==> src/sv/tmba_pkg.sv <==
package tmba_pkg;

   typedef enum logic [1:0] {
      FMT_ARGB1555 = 2'd0,
      FMT_ARGB4444 = 2'd1,
      FMT_RGB565   = 2'd2,
      FMT_PAL8     = 2'd3
   } texel_format_type;

   localparam int TexelWidth = 16;
   localparam int ChanWidth  = 6;
   localparam int SumWidth   = 8;
   localparam int IndexWidth = 8;

   typedef struct packed {
      logic [TexelWidth-1:0] texel;
      logic                  level_start;
   } item_type;

   typedef struct packed {
      logic [ChanWidth-1:0] a;
      logic [ChanWidth-1:0] r;
      logic [ChanWidth-1:0] g;
      logic [ChanWidth-1:0] b;
   } chan_type;

   typedef struct packed {
      logic [SumWidth-1:0] a;
      logic [SumWidth-1:0] r;
      logic [SumWidth-1:0] g;
      logic [SumWidth-1:0] b;
   } sums_type;

   function automatic chan_type split_channels(texel_format_type fmt,
                                               logic [TexelWidth-1:0] v);
      chan_type c;
      c = '0;
      case (fmt)
         FMT_ARGB1555: begin
            c.a = {5'd0, v[15]};
            c.r = {1'b0, v[14:10]};
            c.g = {1'b0, v[9:5]};
            c.b = {1'b0, v[4:0]};
         end
         FMT_ARGB4444: begin
            c.a = {2'd0, v[15:12]};
            c.r = {2'd0, v[11:8]};
            c.g = {2'd0, v[7:4]};
            c.b = {2'd0, v[3:0]};
         end
         FMT_RGB565: begin
            c.r = {1'b0, v[15:11]};
            c.g = v[10:5];
            c.b = {1'b0, v[4:0]};
         end
         default: c = '0;
      endcase
      return c;
   endfunction

   function automatic logic [TexelWidth-1:0] pack_average(texel_format_type fmt,
                                                          sums_type s,
                                                          logic [IndexWidth-1:0] idx);
      logic [SumWidth-3:0] a;
      logic [SumWidth-3:0] r;
      logic [SumWidth-3:0] g;
      logic [SumWidth-3:0] b;
      logic [TexelWidth-1:0] p;
      a = s.a[SumWidth-1:2];
      r = s.r[SumWidth-1:2];
      g = s.g[SumWidth-1:2];
      b = s.b[SumWidth-1:2];
      case (fmt)
         FMT_ARGB1555: p = {a[0], r[4:0], g[4:0], b[4:0]};
         FMT_ARGB4444: p = {a[3:0], r[3:0], g[3:0], b[3:0]};
         FMT_RGB565:   p = {r[4:0], g[5:0], b[4:0]};
         FMT_PAL8:     p = {8'd0, idx};
         default:      p = '0;
      endcase
      return p;
   endfunction

endpackage

==> src/sv/tmba_quad_accum.sv <==
module tmba_quad_accum
   import tmba_pkg::*;
(
   input  logic                  clock,
   input  logic                  reset,
   input  logic                  step,
   input  item_type              item,
   input  texel_format_type      fmt,
   output logic                  emit,
   output logic [TexelWidth-1:0] result
);

   logic [1:0]            phase_ff;
   logic [1:0]            phase_in;
   logic [1:0]            phase_eff;
   sums_type              sums_ff;
   sums_type              sums_in;
   sums_type              sums_base;
   logic [IndexWidth-1:0] first_ff;
   logic [IndexWidth-1:0] first_in;
   chan_type              chan;

   // emit flags an item that closes a quad; it does not depend on step
   always_comb begin
      phase_eff = item.level_start ? 2'd0 : phase_ff;
      chan      = split_channels(fmt, item.texel);
      sums_base = (phase_eff == 2'd0) ? '0 : sums_ff;
      first_in  = (phase_eff == 2'd0) ? item.texel[IndexWidth-1:0] : first_ff;
      sums_in.a = sums_base.a + SumWidth'(chan.a);
      sums_in.r = sums_base.r + SumWidth'(chan.r);
      sums_in.g = sums_base.g + SumWidth'(chan.g);
      sums_in.b = sums_base.b + SumWidth'(chan.b);
      phase_in  = phase_eff + 2'd1;
      emit      = (phase_eff == 2'd3);
      result    = pack_average(fmt, sums_in, first_in);
   end

   always_ff @(posedge clock) begin
      if (reset) begin
         phase_ff <= 2'd0;
         sums_ff  <= '0;
         first_ff <= '0;
      end else if (step) begin
         phase_ff <= phase_in;
         sums_ff  <= sums_in;
         first_ff <= first_in;
      end
   end

   a_phase_wrap: assert property (@(posedge clock) disable iff (reset)
      step && emit |=> phase_ff == 2'd0)
      else $error("quad phase did not wrap after a result");

   a_phase_hold: assert property (@(posedge clock) disable iff (reset)
      !step |=> $stable(phase_ff) && $stable(first_ff))
      else $error("quad state moved without an item");

   a_phase_adv: assert property (@(posedge clock) disable iff (reset)
      step && !item.level_start && phase_ff == 2'd1 |=> phase_ff == 2'd2)
      else $error("quad phase did not advance");

   a_pal_high: assert property (@(posedge clock) disable iff (reset)
      step && emit && fmt == FMT_PAL8 |-> result[TexelWidth-1:IndexWidth] == '0)
      else $error("paletted result has nonzero high byte");

endmodule

==> src/sv/tmba_out_reg.sv <==
module tmba_out_reg
   import tmba_pkg::*;
(
   input  logic                  clock,
   input  logic                  reset,
   input  logic                  load,
   input  logic [TexelWidth-1:0] data,
   output logic                  free,
   output logic                  rsp_valid,
   input  logic                  rsp_ready,
   output logic [TexelWidth-1:0] rsp_averaged_texel
);

   logic                  valid_ff;
   logic                  valid_in;
   logic [TexelWidth-1:0] data_ff;

   assign free     = !valid_ff || rsp_ready;
   assign valid_in = load || (valid_ff && !rsp_ready);

   always_ff @(posedge clock) begin
      if (reset) begin
         valid_ff <= 1'b0;
      end else begin
         valid_ff <= valid_in;
      end
   end

   always_ff @(posedge clock) begin
      if (load) begin
         data_ff <= data;
      end
   end

   assign rsp_valid          = valid_ff;
   assign rsp_averaged_texel = data_ff;

endmodule

==> src/sv/twiddled_mipmap_box_average.sv <==
// 2x2 box-filter mipmap reducer for twiddled textures. Texels of one level
// stream in, four consecutive texels forming a quad; on the fourth the block
// emits one texel of the next level, each channel the quad sum divided by four
// and truncated (ARGB1555 alpha set only if all four are set, paletted mode
// passes the quad's first index). level_start restarts grouping and drops a
// partial quad. One item per cycle is accepted; req_ready drops only while the
// input register holds the fourth texel of a quad and an unread result still
// sits in the result register. A quad's result enters the result register as
// its fourth texel leaves the input register, raising rsp_valid. Write
// csr_write_data (format) only while no items are in flight.
module twiddled_mipmap_box_average
   import tmba_pkg::*;
(
   input  logic                  clock,
   input  logic                  reset,
   input  logic                  csr_write_enable,
   input  logic [1:0]            csr_write_data,
   input  logic                  req_valid,
   output logic                  req_ready,
   input  logic [TexelWidth-1:0] req_texel,
   input  logic                  req_level_start,
   output logic                  rsp_valid,
   input  logic                  rsp_ready,
   output logic [TexelWidth-1:0] rsp_averaged_texel
);

   texel_format_type      format_ff;
   logic                  in_valid_ff;
   logic                  in_valid_in;
   item_type              in_item_ff;
   logic                  advance;
   logic                  emit;
   logic                  out_load;
   logic                  out_free;
   logic [TexelWidth-1:0] result;

   always_ff @(posedge clock) begin
      if (reset) begin
         format_ff <= FMT_ARGB1555;
      end else if (csr_write_enable) begin
         format_ff <= texel_format_type'(csr_write_data);
      end
   end

   // an item with no result always moves on; one with a result waits for room
   assign advance     = in_valid_ff && (!emit || out_free);
   assign out_load    = advance && emit;
   assign req_ready   = !in_valid_ff || advance;
   assign in_valid_in = (req_valid && req_ready) || (in_valid_ff && !advance);

   always_ff @(posedge clock) begin
      if (reset) begin
         in_valid_ff <= 1'b0;
      end else begin
         in_valid_ff <= in_valid_in;
      end
   end

   always_ff @(posedge clock) begin
      if (req_valid && req_ready) begin
         in_item_ff.texel       <= req_texel;
         in_item_ff.level_start <= req_level_start;
      end
   end

   tmba_quad_accum u_accum (
      .clock  (clock),
      .reset  (reset),
      .step   (advance),
      .item   (in_item_ff),
      .fmt    (format_ff),
      .emit   (emit),
      .result (result)
   );

   tmba_out_reg u_out (
      .clock              (clock),
      .reset              (reset),
      .load               (out_load),
      .data               (result),
      .free               (out_free),
      .rsp_valid          (rsp_valid),
      .rsp_ready          (rsp_ready),
      .rsp_averaged_texel (rsp_averaged_texel)
   );

endmodule
==> config.mk <==
export PLATFORM = sky130hd
export DESIGN_NAME = twiddled_mipmap_box_average
export DESIGN_NICKNAME = d
export VERILOG_FILES = /design/src/sv/tmba_pkg.sv /design/src/sv/tmba_quad_accum.sv /design/src/sv/tmba_out_reg.sv /design/src/sv/twiddled_mipmap_box_average.sv
export SDC_FILE = /design/constraint.sdc
export NUM_CORES = 1
export LEC_CHECK = 0
export BUFFER_PORTS_ARGS = -buffer_cell sky130_fd_sc_hd__buf_2
export CORE_MARGIN = 8
export CORE_UTILIZATION = 54
export DETAILED_ROUTE_END_ITERATION = 8
export PLACE_DENSITY = 0.77
export SETUP_SLACK_MARGIN = 0.4
export SKIP_CTS_REPAIR_TIMING = 1
export SYNTH_ARGS = -nofsm -noshare
export SYNTH_HDL_FRONTEND = slang
export SYNTH_SLANG_ARGS = --single-unit
==> constraint.sdc <==
create_clock -name clock -period 3.06 [get_ports clock]
set_input_delay 0.612 -clock clock [delete_from_list [all_inputs] [get_ports clock]]
set_output_delay 0.612 -clock clock [all_outputs]
set_load 0.005 [all_outputs]
==> results of run 1 <==
worst max path at each step:
stage                            start                                     end  slack [ps]  depth (start not counted)
2_1_floorplan  in_item_ff[0]$_DFFE_PP_  u_out.rsp_averaged_texel[15]$_DFFE_PP_         160                         14
3_3_place_gp   in_item_ff[0]$_DFFE_PP_  u_out.rsp_averaged_texel[15]$_DFFE_PP_         270                         12
3_5_place_dp   in_item_ff[0]$_DFFE_PP_  u_out.rsp_averaged_texel[15]$_DFFE_PP_         200                         12
4_1_cts        in_item_ff[0]$_DFFE_PP_  u_out.rsp_averaged_texel[15]$_DFFE_PP_         180                         12
5_1_grt        in_item_ff[0]$_DFFE_PP_  u_out.rsp_averaged_texel[14]$_DFFE_PP_         230                         12
6_report       in_item_ff[0]$_DFFE_PP_  u_out.rsp_averaged_texel[15]$_DFFE_PP_         350                         12
cells by family (layout without fill, tap and decap cells):
family	count (synthesis)	after routing
simple gates	173	173
fa+ha+maj	26	26
compound gates	116	116
xor+xnor	18	18
mux	15	15
buf+inv	44	107
flops	75	75
sequential cells by signal, indices dropped and copies added, names as in the netlist:
register / count
u_accum.sums_ff: 28
in_item_ff: 17
u_out.rsp_averaged_texel: 16
u_accum.first_ff: 8
format_ff: 2
u_accum.phase_ff: 2
in_valid_ff: 1
u_out.rsp_valid: 1
synthesized netlist by cell type, types with 2 or more instances:
| master | instances | share of area, % |
|---|---|---|
| nand3_1 | 17 | 2.0 |
| xnor2_1 | 9 | 1.8 |
| nor4_1 | 2 | 0.29 |
| a21oi_1 | 46 | 5.4 |
| nor3_1 | 3 | 0.35 |
| inv_1 | 18 | 1.6 |
| mux2_2 | 2 | 0.53 |
| o31ai_1 | 3 | 0.53 |
| and2_1 | 10 | 1.5 |
| nand2_1 | 61 | 5.4 |
| buf_2 | 5 | 0.58 |
| a22o_1 | 5 | 1.0 |
| nor2_1 | 29 | 2.5 |
| clkbuf_1 | 14 | 1.2 |
| or4_1 | 2 | 0.35 |
| buf_1 | 3 | 0.26 |
| xor2_1 | 9 | 1.8 |
| o21bai_1 | 4 | 0.70 |
| ha_1 | 22 | 6.4 |
| a21o_1 | 5 | 0.88 |
| fa_1 | 4 | 1.9 |
| nand3b_1 | 4 | 0.70 |
| a22oi_1 | 3 | 0.53 |
| buf_6 | 3 | 0.79 |
| o22ai_1 | 3 | 0.44 |
| nand2b_1 | 9 | 1.3 |
| a211oi_1 | 10 | 1.8 |
| or3_1 | 2 | 0.29 |
| dfxtp_1 | 42 | 20 |
| o211ai_1 | 3 | 0.53 |
| edfxtp_1 | 33 | 23 |
| a31oi_1 | 5 | 0.73 |
| o21ai_0 | 16 | 1.9 |
| nor2b_1 | 29 | 4.2 |
| mux2i_1 | 13 | 3.0 |
| o221ai_1 | 2 | 0.41 |
final cells by class:
class	instances	area [sq um]	share of cell area (%)
Multi-Input combinational cell	348	2430	46.9
Timing Repair Buffer	73	474	9.17
Sequential cell	75	1840	35.5
Clock inverter	5	100	1.93
Inverter	18	67.6	1.31
Tap cell	102	128	2.47
Clock buffer	11	141	2.73
power groups by stage:
stage          clock network (uW)  registers (uW)  logic (uW)
2_1_floorplan                   0            1130         225
3_3_place_gp                    0            1140         292
3_5_place_dp                    0            1140         300
5_1_grt                       981            1130         372
4_1_cts                       930            1120         304
6_report                      924            1120         340
layer usage:
layer  vias to the layer above  track usage, %
met5                         -               0
met3                        19            3.87
met2                       135            28.3
li1                       1765               -
met4                         0            7.14
met1                      1718            22.6
through the flow:
| stage | worst slack (ps) | cells |
|---|---|---|
| 2_1_floorplan | 160 | 467 |
| 3_3_place_gp | 273 | 600 |
| 3_5_place_dp | 199 | 600 |
| 4_1_cts | 180 | 616 |
| 5_1_grt | 230 | 632 |
| 6_report | 353 | 632 |
==> flow_summary_export.csv, run 1 <==
group,metric,value,unit
outcome,status,"completed",
place,dp_hpwl,7.05,mm
worst_setup_path,crit_type,"reg -> reg",
synth,synthXorXnorAreaFrac,3.69,%
sta,finalMaxSlewViolations,0,
pwr,powerDensity,461,mW/mm^2
layout,drive_gt1_share,24.5,%
floorplanning,die_y,105,microns
synth,synth-adder-area-share,8.31,%
worst_setup_path,timing.rr.end,"u_out.rsp_averaged_texel[15]$_DFFE_PP_",
synth,syn_inst,467,
sta,rsz0062_at_grt,"yes",
drt,wirelength,10.4,mm
clock_network,cts-buffers-inserted,9,
synth,synth_top_family_by_area,"simple AND/OR/NAND/NOR gates",
global_route,grt_max_degree,44,
sta,fin_skew,6.76,ps
drt,num_vias,3637,
sta,holdWs,429,ps
worst_setup_path,cp_top_family,"simple AND/OR/NAND/NOR gates",
pwr,leakage,0.00210,uW
synth,async_flop_share,0,%
place,portBuffers,41,
synth,synthSimpleGateAreaFrac,19.7,%
drt,met2_length,4.99,mm
worst_setup_path,cp_cell_sequence,"nor2b_2, inv_2, ha_4, nor2b_2, ha_2, inv_2, fa_2, nand2b_4, a211oi_2, o21ai_2, or4_1, a31oi_1",
synth,ys_seq_area_share,42.8,%
floorplanning,std_cell_rows,32,
global_route,grt_first_pass_wirelength,16.0,mm
synth,ys.flop_type,"dfxtp_1",
clock_network,cts_buffer_depth,2,
worst_setup_path,r2r_start,"in_item_ff[0]$_DFFE_PP_",
drt,ant_nets,0,
worst_setup_path,crit_fanout,8,
clock_network,cts_tree,"yes",
floorplanning,die_x,105,microns
sta,slew_headroom,41.3,%
clock_network,root_buffer,"clkbuf_8",
min_path,min_path_cells,1,
layout,final_cell_mix,"nand2_1, a21oi_1, buf_2, dfxtp_1, edfxtp_1",
min_path,hold_path.startpoint,"req_texel[8]",
layout,nets,575,
sta,hold_viol,0,
drt,maxUsedRoutingLayer,"met4",
place,dpl_cell_area,0.00466,sq mm
worst_setup_path,slowest_delay,410,ps
sta,finalSetupViolCount,0,
pwr,fin_total_pwr,2390,uW
synth,synth-seq-cells,75,
min_path,hp-class,"in -> reg",
global_route,antenna_found_initial,0,
sta,finalCritPeriodShare,88.5,%
sta,min_period,2710,ps
worst_setup_path,crit_path_end_kind,"flop",
worst_setup_path,worstRegToRegCells,12,
layout,fin_util,67.3,%
drt,drt_pass1_iterations,6,
layout,diodes,0,
global_route,grt_use_total,17.7,%
sta,tightest_slew,880,ps
pwr,pwr-share-clk,38.7,%
drt,met3_length,750,microns
pwr,p_int,1800,uW
drt,drc_errors,0,
synth,synth_nets,517,
place,gp_congestion,0.917,
global_route,first_global_vias,3331,
global_route,grt-ovfl-total,0,
drt,drt-vias-per-instance,5.75,
worst_setup_path,cp.arrival,2900,ps
floorplanning,fp.coreArea,0.00769,sq mm
floorplanning,start_util,55.6,%
layout,final_common_cell,"nand2_1",
worst_setup_path,cp_slowest_cell,"edfxtp_1",
clock_network,path_clk_slew,80,ps
synth,synth_edf_count,33,
synth,synth_cell_types,53,
pwr,switching_share,24.6,%
drt,first_iter_violations,191,
synth,ys_warn_count,0,
layout,nFillCells,619,
layout,syn2layout_area_growth,20.9,%
clock_network,clk_latency,350,ps
pwr,power_frac_comb,14.3,%
pwr,seqPwrFrac,47.0,%
min_path,hold_end,"in_item_ff[9]$_DFFE_PP_",
run,maxCapViolCount,0,
floorplanning,dieArea,0.0110,sq mm
floorplanning,pin_count,42,
clock_network,htree_levels,3,
worst_setup_path,cp.required,3260,ps
synth,synth-compound-area-share,17.3,%
synth,synthMuxAreaShare,3.57,%
pwr,peakVddDrop,0.303,mV
layout,design_area,0.00517,sq mm
clock_network,cts_sinks,75,
drt,wl_per_cell,16.5,microns
worst_setup_path,start_kind,"flop",
synth,avgSynthCellArea,9.16,sq um
synth,syn_area,0.00428,sq mm
drt,met1Wirelength,4.53,mm
worst_setup_path,r2r_slack,350,ps
sta,tns,0,ps
pwr,switching_power,586,uW
sta,fmax,0.369,GHz
worst_setup_path,path_buf_inv,2,
Power figures use the tool's default switching activity.
==> run 2: changes to the inputs <==
Settings changed: CORE_UTILIZATION 54 to 36, PLACE_DENSITY 0.77 to default, SYNTH_HIERARCHICAL from default to 1.
==> flow_summary_export.csv, run 2 <==
group,metric,value,unit
sta,tightest_slew,708,ps
place,gp_congestion,0.864,
synth,ys_seq_area_share,43.0,%
layout,nFillCells,1077,
sta,fmax,0.378,GHz
drt,first_iter_violations,195,
pwr,powerDensity,467,mW/mm^2
sta,slew_headroom,52.8,%
drt,met3_length,638,microns
synth,synthXorXnorAreaFrac,3.29,%
worst_setup_path,crit_fanout,9,
global_route,grt_max_degree,36,
worst_setup_path,crit_path_end_kind,"flop",
synth,syn_inst,439,
pwr,peakVddDrop,0.315,mV
synth,synth_area_leader_cell,"edfxtp_1",
worst_setup_path,crit_type,"reg -> reg",
run,maxCapViolCount,0,
clock_network,htree_levels,3,
pwr,leakage,0.00215,uW
sta,holdWs,445,ps
synth,synth_top_family_by_area,"compound AO/OA/AOI/OAI gates",
synth,async_flop_share,0,%
place,portBuffers,41,
global_route,grt-ovfl-total,0,
synth,synthMuxAreaShare,7.25,%
drt,drt-vias-per-instance,5.26,
sta,finalMaxSlewViolations,0,
clock_network,cts_tree,"yes",
clock_network,cts_buffer_depth,2,
drt,num_vias,3421,
layout,final_common_cell,"buf_2",
floorplanning,die_x,125,microns
synth,synth-compound-area-share,17.7,%
sta,finalSetupViolCount,0,
synth,syn_area,0.00426,sq mm
layout,diodes,0,
synth,avgSynthCellArea,9.71,sq um
layout,drive_gt1_share,27.8,%
worst_setup_path,cp.required,3140,ps
layout,final_cell_mix,"buf_2, dfxtp_1, nand2_1, nor2_1, edfxtp_1",
synth,synthSimpleGateAreaFrac,16.4,%
sta,min_period,2650,ps
sta,hold_viol,0,
worst_setup_path,start_kind,"flop",
drt,ant_nets,0,
floorplanning,pin_count,42,
sta,finalCritPeriodShare,86.5,%
global_route,grt_first_pass_wirelength,17.2,mm
floorplanning,die_y,125,microns
layout,largest_reg_flops,28,
synth,synthTopCellsByArea,"edfxtp_1, dfxtp_1, ha_1",
synth,synth_nets,489,
floorplanning,dieArea,0.0156,sq mm
drt,met2_length,5.08,mm
sta,fin_skew,8.45,ps
synth,yosysMostFrequentCell,"dfxtp_1",
drt,wirelength,10.8,mm
drt,drt_pass1_iterations,5,
clock_network,root_buffer,"clkbuf_16",
clock_network,cts-buffers-inserted,9,
synth,synth_top_area_share,23.3,%
clock_network,cts_sinks,75,
clock_network,path_clk_slew,70,ps
outcome,status,"completed",
layout,regMostFlops,"u_accum/sums_ff",
drt,drc_errors,0,
worst_setup_path,cp.arrival,2730,ps
floorplanning,fp.coreArea,0.0115,sq mm
drt,wl_per_cell,16.5,microns
global_route,grt_use_total,13.3,%
layout,nets,552,
synth,synth-seq-cells,75,
global_route,first_global_vias,3442,
layout,syn2layout_area_growth,23.7,%
min_path,hp-class,"in -> reg",
synth,ys.flop_type,"dfxtp_1",
drt,maxUsedRoutingLayer,"met4",
synth,ys_warn_count,6,
sta,tns,0,ps
synth,synth_cell_types,64,
floorplanning,std_cell_rows,39,
min_path,min_path_cells,1,
synth,synth_edf_count,33,
floorplanning,start_util,37.2,%
synth,synth-adder-area-share,8.34,%
sta,rsz0062_at_grt,"yes",
clock_network,clk_latency,340,ps
worst_setup_path,worstRegToRegCells,11,
drt,met1Wirelength,4.90,mm
synth,synthTopCellsByCount,"dfxtp_1, nand2_1, nor2_1",
global_route,antenna_found_initial,0,
place,dp_hpwl,7.51,mm
-- run 2: changes by cell type in the layout (fill, tap and decap cells not counted), moves of 4 or more --
cell       change
clkbuf_16     +11
nand3_1       -12
mux2i_1       +13
nand2_1       -23
o21ai_0        +8
and2_1         -6
nor2b_1        -4
a21oi_2        +5
clkbuf_8      -10
nor2_1         +8
a21oi_1       -18
-- run 2: final timing paths --
| kind | startpoint | to | slack, ps |
|---|---|---|---|
| max | in_item_ff[0]$_DFFE_PP_ | u_out/rsp_averaged_texel[14]$_DFFE_PP_ | 410 |
| min | req_texel[7] | in_item_ff[8]$_DFFE_PP_ | 440 |
| max reg2reg | in_item_ff[0]$_DFFE_PP_ | u_out/rsp_averaged_texel[14]$_DFFE_PP_ | 410 |
| min reg2reg | u_accum/first_ff[1]$_SDFFE_PP0P_ | u_accum/first_ff[1]$_SDFFE_PP0P_ | 460 |
-- run 2: cell type report --
type / count / area, sq um / area share, %
multi-input cells: 324 / 2400 / 45.6
flip-flops and latches: 75 / 1840 / 34.8
inverters: 20 / 75.1 / 1.42
repair buffers: 72 / 502 / 9.52
clock buffers: 10 / 229 / 4.34
well taps: 143 / 179 / 3.39
clock inverters: 6 / 46.3 / 0.878
-- run 2: cells by family (layout without fill, tap and decap cells) --
kind of cell,Yosys count,count (layout)
AO/OA/AOI/OAI,115,115
XOR/XNOR,16,16
adder cells (fa/ha/maj),26,26
buffers and inverters,40,108
flip-flops,75,75
multiplexers,30,30
AND/OR/NAND/NOR,137,137
-- run 2: metal layers --
| layer | vias to the layer above | GRT usage [%] |
|---|---|---|
| li1 | 1692 | - |
| met1 | 1624 | 17.0 |
| met2 | 94 | 21.3 |
| met3 | 11 | 3.70 |
| met4 | 0 | 4.39 |
| met5 | - | 0 |
-- run 2: through the flow --
stage | utilization (%) | power [uW] | setup WS [ps] | cells | area, sq um
global route | 46.0 | 2570 | 304 | 650 | 5270
finish | 46.0 | 2460 | 412 | 650 | 5270
CTS | 43.6 | 2450 | 220 | 636 | 5000
global placement | 41.2 | 1450 | 332 | 620 | 4720
detailed placement | 41.2 | 1450 | 221 | 620 | 4720
floorplan | - | 1350 | 405 | 439 | 4300
-- run 2: worst max-delay path: stages, from the launching register on --
cell and delay (ps):
edfxtp_1 410, nor2b_2 160, inv_2 60, ha_4 190, buf_6 160, nor2b_4 140, ha_1 240, a211o_1 300
a21oi_2 180, mux2_4 330, o21ai_2 140, a22oi_1 100
-- run 2: power breakdown --
group	leakage (uW)	internal (uW)	switching (uW)
sequential	0.000658	1090	31.3
combinational	0.00136	158	189
clock	0.000138	558	436
total	0.00215	1810	655
==> run 3: changes to the inputs <==
Settings changed: CELL_PAD_IN_SITES_DETAIL_PLACEMENT from default to 2, CELL_PAD_IN_SITES_GLOBAL_PLACEMENT from default to 2, CORE_UTILIZATION 36 to 34, PLACE_DENSITY_LB_ADDON from default to 0.1.
==> flow_summary_export.csv, run 3 (synthesis results as in run 2) <==
group,metric,value,unit
sta,tightest_slew,563,ps
clock_network,htree_levels,3,
layout,diodes,0,
drt,drc_errors,0,
pwr,pwr-share-clk,39.9,%
clock_network,root_buffer,"clkbuf_16",
global_route,grt_first_pass_wirelength,20.5,mm
pwr,switching_power,659,uW
sta,slew_headroom,62.5,%
layout,final_common_cell,"buf_2",
place,gp_congestion,0.810,
sta,finalMaxSlewViolations,0,
worst_setup_path,crit_path_end_kind,"flop",
pwr,power_frac_comb,15.3,%
floorplanning,dieArea,0.0164,sq mm
worst_setup_path,crit_fanout,6,
floorplanning,die_y,128,microns
floorplanning,pin_count,42,
drt,wl_per_cell,19.2,microns
layout,syn2layout_area_growth,29.5,%
worst_setup_path,crit_type,"reg -> reg",
global_route,grt_use_total,16.1,%
pwr,p_int,1860,uW
pwr,leakage,0.00223,uW
place,portBuffers,41,
outcome,status,"completed",
pwr,switching_share,26.2,%
sta,tns,0,ps
layout,final_cell_mix,"buf_2, dfxtp_1, buf_4, nand2_1, nor2_1",
drt,wirelength,13.3,mm
layout,largest_reg_flops,28,
clock_network,cts_sinks,75,
layout,fin_util,44.4,%
min_path,hp-class,"in -> reg",
global_route,grt-ovfl-total,0,
drt,first_iter_violations,130,
sta,fin_skew,8.81,ps
floorplanning,start_util,34.3,%
pwr,powerDensity,457,mW/mm^2
drt,drt_pass1_iterations,4,
layout,drive_gt1_share,32.1,%
floorplanning,die_x,128,microns
global_route,first_global_vias,3855,
sta,finalCritPeriodShare,88.8,%
sta,fmax,0.368,GHz
worst_setup_path,cp.arrival,2800,ps
sta,finalSetupViolCount,0,
floorplanning,fp.coreArea,0.0124,sq mm
drt,ant_nets,0,
layout,nets,566,
global_route,grt_max_degree,31,
pwr,peakVddDrop,0.311,mV
sta,rsz0062_at_grt,"yes",
sta,hold_viol,0,
sta,holdWs,437,ps
clock_network,cts_tree,"yes",
pwr,seqPwrFrac,44.8,%
clock_network,clk_latency,350,ps
drt,num_vias,3560,
pwr,fin_total_pwr,2520,uW
clock_network,path_clk_slew,60,ps
drt,drt-vias-per-instance,5.14,
layout,regMostFlops,"u_accum/sums_ff",
sta,min_period,2720,ps
sta,worst_slack,344,ps
clock_network,cts-buffers-inserted,9,
global_route,antenna_found_initial,0,
worst_setup_path,cp.required,3140,ps
place,place_ws,100,ps
clock_network,cts_buffer_depth,2,
floorplanning,std_cell_rows,41,
worst_setup_path,start_kind,"flop",
place,dp_hpwl,9.26,mm
run,maxCapViolCount,0,
## run 3: cell types whose count changed in the layout (fill, tap and decap cells not counted), moves of 3 or more
cell and change:
buf_4 +14, o21ai_0 -4, ha_4 +3, ha_1 -5, o21ai_1 +5
## run 3: worst max-delay path: stages (launching register included)
cell and delay (ps):
dfxtp_4 370, buf_12 140, clkinvlp_4 100, nor2_2 70
a22o_1 230, ha_4 200, fa_2 430, a21o_1 180
a21oi_2 170, xor2_2 220, o22a_1 210, o21ai_0 110
## run 3: layer usage
layer	share of wire, %	wire, microns	GRT usage [%]
met2	50	6720	27.2
met4	1.5	195	4.34
met1	45	6020	19.8
met3	2.9	385	4.41
met5	0	0	0
## run 3: final cells by class
| type | instances | area [sq um] |
|---|---|---|
| fillers | 1341 | 6900 |
| multi-input cells | 324 | 2500 |
| flip-flops and latches | 75 | 1840 |
| repair buffers | 86 | 606 |
| clock buffers | 14 | 264 |
| well taps | 172 | 215 |
| inverters | 20 | 83.8 |
| clock inverters | 2 | 10.0 |
## run 3: path summary, 6_finish.rpt
check / start / endpoint / slack (ps) / depth (start not counted)
worst max-delay path: format_ff[0]$_SDFFE_PP0P_ / u_out/rsp_averaged_texel[7]$_DFFE_PP_ / 340 / 11
worst min-delay path: req_texel[13] / in_item_ff[14]$_DFFE_PP_ / 440 / 1
worst max register to register: format_ff[0]$_SDFFE_PP0P_ / u_out/rsp_averaged_texel[7]$_DFFE_PP_ / 340 / 11
worst min register to register: u_accum/first_ff[1]$_SDFFE_PP0P_ / u_accum/first_ff[1]$_SDFFE_PP0P_ / 460 / 2
## run 3: through the flow
step	area (sq um)	instances
finish	5520	693
detailed placement	4760	650
global route	5520	693
global placement	4760	650
floorplan	4300	439
CTS	5040	666
## run 3: power groups by stage
stage                     registers (uW)  logic [uW]  clock network (uW)
after floorplan                     1130         222                   0
after global placement              1150         312                   0
after detailed placement            1150         322                   0
after CTS                           1130         325                1040
after global routing                1130         421                1080
final                               1130         385                1010
